**src/rtl/rtp_pcmu_packetizer_top_defines.svh**
```systemverilog
// Assertion macros for the RTP mu-law packetizer.
`ifndef RTP_PCMU_PACKETIZER_TOP_DEFINES_SVH
`define RTP_PCMU_PACKETIZER_TOP_DEFINES_SVH

// Same-cycle implication, checked out of reset.
`define RPP_ASSERT_NOW(lbl, ante, cons) \
	lbl: assert property (@(posedge clk) disable iff (!arst_n) (ante) |-> (cons)) \
		else $error("assertion failed");

// Next-cycle implication, checked out of reset.
`define RPP_ASSERT_NEXT(lbl, ante, cons) \
	lbl: assert property (@(posedge clk) disable iff (!arst_n) (ante) |=> (cons)) \
		else $error("assertion failed");

`endif

```
**src/rtl/rtppcmu_pkg.sv**
```systemverilog
// Shared constants for the RTP mu-law packetizer.
package rtppcmu_pkg;

	localparam int unsigned CFG_IDX_W = 3;
	localparam int unsigned CFG_DATA_W = 32;

	localparam logic [CFG_IDX_W-1:0] CFG_SOURCE_ID = 3'd0;
	localparam logic [CFG_IDX_W-1:0] CFG_START_SEQUENCE = 3'd1;
	localparam logic [CFG_IDX_W-1:0] CFG_START_TIMESTAMP = 3'd2;
	localparam logic [CFG_IDX_W-1:0] CFG_PAYLOAD_KIND = 3'd3;
	localparam logic [CFG_IDX_W-1:0] CFG_FRAME_LENGTH = 3'd4;

	localparam logic [7:0] FRAME_LENGTH_RESET = 8'd160;

	localparam int unsigned BYTE_IDX_W = 4;
	localparam logic [BYTE_IDX_W-1:0] BYTE_IDX_FIRST = 4'd0;
	localparam logic [BYTE_IDX_W-1:0] BYTE_IDX_PAYLOAD = 4'd12;
	localparam int unsigned PACKET_SLOTS = 13;

	localparam logic [7:0] RTP_VERSION_BYTE = 8'h80;
	localparam logic [16:0] MULAW_CLIP = 17'd32635;
	localparam logic [14:0] MULAW_BIAS = 15'h0084;

endpackage

```
**src/rtl/rtp_pcmu_packetizer_top.sv**
```systemverilog
// RTP packetizer top level: mu-law encoding, header insertion and byte stream output.
// The first output byte of an accepted word goes through the sequencing stage, then the output register.
// One output byte per cycle while m_tready does not hold the output; a frame's first sample gives
// 13 bytes (12 header bytes plus payload), every other sample gives 1 byte.
// The single byte-sequencing stage between input and output register sets this rate.
// Reset (arst_n low, asynchronous): counters and frame position cleared, frame length 160.
`include "rtp_pcmu_packetizer_top_defines.svh"

module rtp_pcmu_packetizer_top #(
	parameter int unsigned MAX_FRAME_SAMPLES = 255
) (
	input  logic                                 clk,
	input  logic                                 arst_n,
	input  logic                                 s_tvalid,
	output logic                                 s_tready,
	input  logic [15:0]                          s_tdata,   // [15:0] pcm_sample
	input  logic                                 s_tuser,   // [0] marker_bit
	output logic                                 m_tvalid,
	input  logic                                 m_tready,
	output logic [7:0]                           m_tdata,   // [7:0] packet_byte
	output logic                                 m_tlast,   // end_of_packet
	input  logic                                 cfg_we,
	input  logic [rtppcmu_pkg::CFG_IDX_W-1:0]    cfg_index,
	input  logic [rtppcmu_pkg::CFG_DATA_W-1:0]   cfg_data
);

	localparam logic [9:0] MAX_LEN = 10'(MAX_FRAME_SAMPLES);
	localparam int unsigned PKT_SLOTS = rtppcmu_pkg::PACKET_SLOTS;

	logic [31:0] source_id_q;
	logic [6:0]  payload_kind_q;
	logic [7:0]  frame_length_q;
	logic [15:0] seq_q;
	logic [31:0] ts_q;
	logic [7:0]  pos_q;

	logic        valid_s1;
	logic [15:0] sample_s1;
	logic        marker_s1;
	logic [15:0] seq_s1;
	logic [31:0] ts_s1;
	logic        hdr_s1;
	logic        last_s1;
	logic [rtppcmu_pkg::BYTE_IDX_W-1:0] idx_s1;

	logic       in_acc;
	logic       out_load;
	logic       s1_done;
	logic [7:0] eff_len;
	logic       frame_last;

	logic        mu_sign;
	logic [16:0] mu_mag;
	logic [14:0] mu_biased;
	logic [2:0]  mu_expo;
	logic [3:0]  mu_mant;
	logic [7:0]  mu_byte;
	logic [7:0]  slot_bytes [PKT_SLOTS];

	// effective frame length: zero acts as one, saturate at the maximum
	always_comb begin
		if (frame_length_q == 8'd0) begin
			eff_len = 8'd1;
		end else if ({2'b00, frame_length_q} > MAX_LEN) begin
			eff_len = MAX_LEN[7:0];
		end else begin
			eff_len = frame_length_q;
		end
	end

	assign frame_last = ({1'b0, pos_q} + 9'd1) >= {1'b0, eff_len};
	assign out_load = valid_s1 && (!m_tvalid || m_tready);
	assign s1_done = out_load && (idx_s1 == rtppcmu_pkg::BYTE_IDX_PAYLOAD);
	assign s_tready = !valid_s1 || s1_done;
	assign in_acc = s_tvalid && s_tready;

	// config registers and running counters
	always_ff @(posedge clk or negedge arst_n) begin
		if (!arst_n) begin
			source_id_q <= '0;
			payload_kind_q <= '0;
			frame_length_q <= rtppcmu_pkg::FRAME_LENGTH_RESET;
			seq_q <= '0;
			ts_q <= '0;
			pos_q <= '0;
		end else if (cfg_we) begin
			unique case (cfg_index)
				rtppcmu_pkg::CFG_SOURCE_ID: source_id_q <= cfg_data;
				rtppcmu_pkg::CFG_START_SEQUENCE: seq_q <= cfg_data[15:0];
				rtppcmu_pkg::CFG_START_TIMESTAMP: ts_q <= cfg_data;
				rtppcmu_pkg::CFG_PAYLOAD_KIND: payload_kind_q <= cfg_data[6:0];
				rtppcmu_pkg::CFG_FRAME_LENGTH: frame_length_q <= cfg_data[7:0];
				default: ;
			endcase
		end else if (in_acc) begin
			if (frame_last) begin
				pos_q <= '0;
				seq_q <= seq_q + 16'd1;
				ts_q <= ts_q + {24'd0, eff_len};
			end else begin
				pos_q <= pos_q + 8'd1;
			end
		end
	end

	// sequencing stage: holds one sample and walks its output bytes
	always_ff @(posedge clk or negedge arst_n) begin
		if (!arst_n) begin
			valid_s1 <= 1'b0;
			idx_s1 <= '0;
		end else if (in_acc) begin
			valid_s1 <= 1'b1;
			idx_s1 <= (pos_q == 8'd0) ? rtppcmu_pkg::BYTE_IDX_FIRST
				: rtppcmu_pkg::BYTE_IDX_PAYLOAD;
		end else if (s1_done) begin
			valid_s1 <= 1'b0;
		end else if (out_load) begin
			idx_s1 <= idx_s1 + 4'd1;
		end
	end

	always_ff @(posedge clk) begin
		if (in_acc) begin
			sample_s1 <= s_tdata;
			marker_s1 <= s_tuser;
			seq_s1 <= seq_q;
			ts_s1 <= ts_q;
			hdr_s1 <= (pos_q == 8'd0);
			last_s1 <= frame_last;
		end
	end

	// G.711 mu-law encode
	always_comb begin
		mu_sign = sample_s1[15];
		mu_mag = mu_sign ? (17'h10000 - {1'b0, sample_s1}) : {1'b0, sample_s1};
		if (mu_mag > rtppcmu_pkg::MULAW_CLIP) begin
			mu_mag = rtppcmu_pkg::MULAW_CLIP;
		end
		mu_biased = mu_mag[14:0] + rtppcmu_pkg::MULAW_BIAS;
		priority casez (mu_biased[14:7])
			8'b1???????: mu_expo = 3'd7;
			8'b01??????: mu_expo = 3'd6;
			8'b001?????: mu_expo = 3'd5;
			8'b0001????: mu_expo = 3'd4;
			8'b00001???: mu_expo = 3'd3;
			8'b000001??: mu_expo = 3'd2;
			8'b0000001?: mu_expo = 3'd1;
			default:     mu_expo = 3'd0;
		endcase
		mu_mant = 4'((mu_biased >> ({1'b0, mu_expo} + 4'd3)) & 15'h000F);
		mu_byte = ~{mu_sign, mu_expo, mu_mant};
	end

	always_comb begin
		slot_bytes[0] = rtppcmu_pkg::RTP_VERSION_BYTE;
		slot_bytes[1] = {marker_s1, payload_kind_q};
		slot_bytes[2] = seq_s1[15:8];
		slot_bytes[3] = seq_s1[7:0];
		slot_bytes[4] = ts_s1[31:24];
		slot_bytes[5] = ts_s1[23:16];
		slot_bytes[6] = ts_s1[15:8];
		slot_bytes[7] = ts_s1[7:0];
		slot_bytes[8] = source_id_q[31:24];
		slot_bytes[9] = source_id_q[23:16];
		slot_bytes[10] = source_id_q[15:8];
		slot_bytes[11] = source_id_q[7:0];
		slot_bytes[12] = mu_byte;
	end

	// output register
	always_ff @(posedge clk or negedge arst_n) begin
		if (!arst_n) begin
			m_tvalid <= 1'b0;
		end else if (out_load) begin
			m_tvalid <= 1'b1;
		end else if (m_tready) begin
			m_tvalid <= 1'b0;
		end
	end

	always_ff @(posedge clk) begin
		if (out_load) begin
			m_tdata <= slot_bytes[idx_s1];
			m_tlast <= (idx_s1 == rtppcmu_pkg::BYTE_IDX_PAYLOAD) && last_s1;
		end
	end

	`RPP_ASSERT_NOW(a_idx_range, valid_s1, idx_s1 <= rtppcmu_pkg::BYTE_IDX_PAYLOAD)
	`RPP_ASSERT_NOW(a_nohdr_payload, valid_s1 && !hdr_s1, idx_s1 == rtppcmu_pkg::BYTE_IDX_PAYLOAD)
	`RPP_ASSERT_NEXT(a_frame_start, in_acc && (pos_q == 8'd0), hdr_s1 && (idx_s1 == rtppcmu_pkg::BYTE_IDX_FIRST))

endmodule

```
**config.mk**
```make
export PLATFORM = sky130hd
export DESIGN_NAME = rtp_pcmu_packetizer_top
export DESIGN_NICKNAME = d
export VERILOG_FILES = /design/src/rtl/rtppcmu_pkg.sv /design/src/rtl/rtp_pcmu_packetizer_top.sv
export VERILOG_INCLUDE_DIRS = /design/src /design/src/rtl
export SDC_FILE = /design/constraint.sdc
export NUM_CORES = 1
export LEC_CHECK = 0
export ABC_AREA = 1
export BUFFER_PORTS_ARGS = -buffer_cell sky130_fd_sc_hd__buf_2
export CORE_MARGIN = 2
export CORE_UTILIZATION = 36
export DETAILED_ROUTE_END_ITERATION = 16
export PLACE_DENSITY_LB_ADDON = 0.08
export SYNTH_ARGS = -nofsm -noshare
export SYNTH_HDL_FRONTEND = slang
export SYNTH_SLANG_ARGS = --single-unit
export TNS_END_PERCENT = 1
```
**constraint.sdc**
```tcl
create_clock -name clk -period 8.9 [get_ports clk]
set_clock_uncertainty 0.2 [all_clocks]
set_input_delay 0.89 -clock clk [delete_from_list [all_inputs] [get_ports clk]]
set_output_delay 0.89 -clock clk [all_outputs]
set_load 0.05 [all_outputs]
```
==> impl_metrics.prom <==
# TYPE chip_impl_metric gauge
chip_impl_metric{name="report.final.setup_viol",unit=""} 0
chip_impl_info{name="reg2reg_end",value="ts_q[13]"} 1
chip_impl_metric{name="power.share.combinational",unit="%"} 34.9
chip_impl_metric{name="rows",unit=""} 61
chip_impl_metric{name="grt_pass1_wl",unit="um"} 45700
chip_impl_metric{name="total_drc_errors_in_the_routed_layout",unit=""} 0
chip_impl_metric{name="max_freq",unit="MHz"} 197
chip_impl_metric{name="cts_hold_buffers",unit=""} 0
chip_impl_info{name="crit_path_cell_trace",value="inv_1 > ha_1 > nand3_1 > inv_1 > a21oi_1 > nor2_4 > buf_4 > inv_1 > nand2_1 > nand2_1 > clkinv_1 > buf_4 > o21ai_0 > mux2_2"} 1
chip_impl_metric{name="antennaDiodeCount",unit=""} 0
chip_impl_metric{name="whs_path_depth",unit=""} 2
chip_impl_metric{name="wl",unit="um"} 28100
chip_impl_metric{name="worst_pin_slew",unit="ps"} 1000
chip_impl_metric{name="gp_congestion",unit=""} 0.877
chip_impl_metric{name="syn_to_final_growth",unit="%"} 12.1
chip_impl_metric{name="wl_met3",unit="um"} 840
chip_impl_metric{name="finish.net_count",unit=""} 1362
chip_impl_metric{name="synthesis.area",unit="um^2"} 10200
chip_impl_info{name="clockRootBuffer",value="sky130_fd_sc_hd__clkbuf_16"} 1
chip_impl_info{name="timing.hold.worst_endpoint",value="m_tvalid"} 1
chip_impl_metric{name="clk_path_buf_depth",unit=""} 2
chip_impl_metric{name="h_tree_depth",unit=""} 4
chip_impl_metric{name="chipWidth",unit="um"} 173
chip_impl_metric{name="cts_inserted_buffers",unit=""} 17
chip_impl_metric{name="fraction_of_final_layout_cells_with_drive_strength_greater_than_1",unit="%"} 12.1
chip_impl_metric{name="hold_viol_final",unit=""} 0
chip_impl_metric{name="grt.overflow.total",unit=""} 0
chip_impl_metric{name="crit_path_dat",unit="ps"} 5180
chip_impl_metric{name="drt_iter0_markers",unit=""} 639
chip_impl_info{name="synth.top_cells.by_count",value="sky130_fd_sc_hd__nand2_1 (267), sky130_fd_sc_hd__o21ai_0 (150), sky130_fd_sc_hd__inv_1 (128)"} 1
chip_impl_metric{name="syn_avg_cell_area",unit="um^2"} 8.28
chip_impl_metric{name="post_cts.resized_instances",unit=""} 0
chip_impl_metric{name="synth.lib_cells_used.distinct",unit=""} 48
chip_impl_metric{name="largest_net_degree_at_the_start_of_global_routing",unit=""} 71
chip_impl_info{name="netlist.top_cell.by_area",value="sky130_fd_sc_hd__dfrtp_1"} 1
chip_impl_metric{name="tns",unit="ps"} 0
chip_impl_metric{name="fillerInstances",unit=""} 2909
chip_impl_info{name="timing.critical_path.from_type",value="flop"} 1
chip_impl_metric{name="post_cts_setup_repair_bufs",unit=""} 0
chip_impl_info{name="critical_path.slowest_cell",value="sky130_fd_sc_hd__inv_1"} 1
chip_impl_metric{name="detailedRoute.firstPassIterationCount",unit=""} 9
chip_impl_metric{name="wire_per_inst",unit="um"} 16.8
chip_impl_metric{name="cp_data_required_time",unit="ps"} 9020
chip_impl_metric{name="met1_length",unit="um"} 13900
chip_impl_metric{name="seq_area_frac_synth",unit="%"} 48.6
chip_impl_metric{name="via_count_of_the_first_global_routing_pass",unit=""} 8240
chip_impl_metric{name="cap_viol_max_count",unit=""} 0
chip_impl_metric{name="synth_edf_count",unit=""} 75
chip_impl_metric{name="min_period_over_period",unit="%"} 56.9
chip_impl_info{name="cp_common_cell",value="sky130_fd_sc_hd__inv_1"} 1
chip_impl_metric{name="die_area",unit="um^2"} 29800
chip_impl_metric{name="finalWorstPathRequiredPeriod",unit="ps"} 5070
chip_impl_info{name="min-delay-path-class",value="reg2reg"} 1
chip_impl_metric{name="clock_share_of_power",unit="%"} 22.8
chip_impl_metric{name="critical-path-max-stage-delay",unit="ps"} 750
chip_impl_metric{name="leakagePower",unit="nW"} 5.08
chip_impl_metric{name="syn_inst",unit=""} 1238
chip_impl_metric{name="top_level_ports",unit=""} 68
chip_impl_info{name="synth.top_cells.by_area",value="sky130_fd_sc_hd__dfrtp_1 (26%), sky130_fd_sc_hd__edfxtp_1 (22%), sky130_fd_sc_hd__nand2_1 (9.8%)"} 1
chip_impl_info{name="yosysMostFrequentCell",value="sky130_fd_sc_hd__nand2_1"} 1
chip_impl_info{name="cts_tree",value="done"} 1
chip_impl_metric{name="detailroute.wirelength.met2",unit="um"} 13000
chip_impl_metric{name="core-area",unit="um^2"} 27900
chip_impl_metric{name="power_per_cell_area",unit="nW/um^2"} 285
chip_impl_metric{name="detailed_route_vias_per_instance",unit=""} 5.00
chip_impl_metric{name="route.antenna.remaining_nets",unit=""} 0
chip_impl_metric{name="routed-via-count",unit=""} 8356
chip_impl_metric{name="power.net_switching",unit="mW"} 1.33
chip_impl_metric{name="grt.total_usage",unit="%"} 19.5
chip_impl_metric{name="synth-seq-cells",unit=""} 184
chip_impl_info{name="hold_start",value="valid_s1"} 1
chip_impl_metric{name="ys_warn_count",unit=""} 0
chip_impl_metric{name="io_buffers",unit=""} 67
chip_impl_info{name="ys_dominant_reg_cell",value="sky130_fd_sc_hd__dfrtp_1"} 1
chip_impl_metric{name="critical_path.max_fanout",unit=""} 70
chip_impl_metric{name="whs",unit="ps"} 265
chip_impl_metric{name="multi_input_area",unit="um^2"} 4570
chip_impl_metric{name="register_area",unit="um^2"} 4980
chip_impl_metric{name="postSynth.asyncResetShare",unit="%"} 59.2
chip_impl_metric{name="cts.sink_count",unit=""} 184
chip_impl_info{name="timing.critical_path.to_type",value="flop"} 1
chip_impl_metric{name="p_int",unit="mW"} 1.94
chip_impl_metric{name="synth.net_count",unit=""} 1319
chip_impl_metric{name="final_max_slew_viol_count",unit=""} 0
chip_impl_info{name="regToRegStartpoint",value="idx_s1[0]"} 1
chip_impl_metric{name="worst_skew_pair.late_latency",unit="ps"} 430
chip_impl_metric{name="dieHeight",unit="um"} 173
chip_impl_metric{name="timing.reg2reg.worst_path_depth",unit=""} 14
chip_impl_metric{name="switching_share",unit="%"} 40.6
chip_impl_info{name="grt_setup_unrepaired",value="no"} 1
chip_impl_metric{name="fin_total_pwr",unit="mW"} 3.28
chip_impl_metric{name="pwr-share-seq",unit="%"} 42.3
chip_impl_metric{name="timing.reg2reg.setup_slack",unit="ps"} 3830
chip_impl_metric{name="grt_antenna_before_repair",unit=""} 0
chip_impl_metric{name="area_share_of_the_leading_cell_type_in_the_synthesized_netlist",unit="%"} 26.1
chip_impl_info{name="status",value="finished, final reports clean"} 1
chip_impl_info{name="crit_type",value="reg2reg"} 1
chip_impl_metric{name="worst_setup_hold_path_clk_slew",unit="ps"} 70
chip_impl_info{name="dr.max_layer_used",value="met4"} 1
chip_impl_metric{name="initial_utilization",unit="%"} 36.7
chip_impl_metric{name="max_slew_margin",unit="%"} 33.1
chip_impl_metric{name="vdd_ir_drop_max",unit="mV"} 0.109
chip_impl_metric{name="placed_wire_length_estimate",unit="um"} 21100
-- critical path: cells and delay by family (launching register included) --
family	cells	cell delay, ps
buf+inv	6	2330
mux	1	300
simple gates	4	810
flops	1	680
fa+ha+maj	1	270
compound gates	2	300
-- per-stage QoR --
| stage | util [%] | instance area, um^2 | worst slack (ps) | std cells |
|---|---|---|---|---|
| 3_3_place_gp | 39.1 | 10900 | 3870 | 1640 |
| 6_report | 41.1 | 11500 | 3830 | 1672 |
| 5_1_grt | 41.1 | 11500 | 3300 | 1672 |
| 4_1_cts | 41.1 | 11500 | 3730 | 1672 |
| 3_5_place_dp | 39.1 | 10900 | 3750 | 1640 |
| 2_1_floorplan | - | 10200 | 2680 | 1238 |
-- cell type report --
cell class,instances,area share (%)
clock buffer,23,4.17
clock inverter,9,0.784
inverter,134,4.38
multi-input combinational,870,39.8
sequential,184,43.4
tap,378,4.12
timing repair buffer,74,3.40
-- power groups by stage --
stage               registers [mW]  clock network, mW  logic (mW)
CTS                           1.39              0.762        1.15
floorplan                     1.34                  0       0.828
global route                  1.42              0.799        1.32
finish                        1.39              0.746        1.14
detailed placement            1.40                  0        1.15
global placement              1.40                  0        1.14
-- state kept, by name, indices dropped and copies added, names as in the netlist, 4 cells and up --
register,count
seq_s1,16
ts_q,32
ts_s1,32
m_tdata,8
source_id_q,32
sample_s1,16
pos_q,8
payload_kind_q,7
frame_length_q,8
idx_s1,4
seq_q,16
-- metal layers --
| metal | vias to the layer above | GRT usage [%] |
|---|---|---|
| met5 | - | 0 |
| met4 | 0 | 4.77 |
| met3 | 22 | 3.17 |
| met2 | 128 | 31.1 |
| met1 | 3965 | 27.6 |
| li1 | 4241 | - |
-- placed cells by master (no fill, tap or decap), types with 14 or more instances in the layout --
cell type and count:
sky130_fd_sc_hd__buf_2 66, sky130_fd_sc_hd__nand3_1 85, sky130_fd_sc_hd__o21ai_0 150, sky130_fd_sc_hd__dfrtp_1 107
sky130_fd_sc_hd__a31oi_1 25, sky130_fd_sc_hd__inv_1 128, sky130_fd_sc_hd__nand2_1 266, sky130_fd_sc_hd__a21oi_1 48
sky130_fd_sc_hd__nor2_1 115, sky130_fd_sc_hd__ha_1 23, sky130_fd_sc_hd__nor3_1 14, sky130_fd_sc_hd__clkbuf_16 18
sky130_fd_sc_hd__xor2_1 28, sky130_fd_sc_hd__edfxtp_1 75
-- cell families (layout without fill, tap and decap cells) --
group | count (synthesis) | after routing | share of synthesized area (%)
adder cells (fa/ha/maj) | 24 | 24 | 3.00
AND/OR/NAND/NOR | 538 | 538 | 23.0
multiplexers | 13 | 13 | 1.43
AO/OA/AOI/OAI | 260 | 260 | 14.1
buffers and inverters | 184 | 240 | 6.90
XOR/XNOR | 35 | 35 | 2.99
flip-flops | 184 | 184 | 48.6
-- how the worst max path moves through the flow --
stage,from,endpoint,slack (ps)
3_5_place_dp,idx_s1[0],ts_q[13],3750
4_1_cts,idx_s1[0],ts_q[13],3730
3_3_place_gp,idx_s1[0],ts_q[13],3870
2_1_floorplan,idx_s1[0],ts_q[10],2680
6_report,idx_s1[0],ts_q[13],3830
5_1_grt,idx_s1[0],ts_q[13],3300
Power figures use the tool's default switching activity.
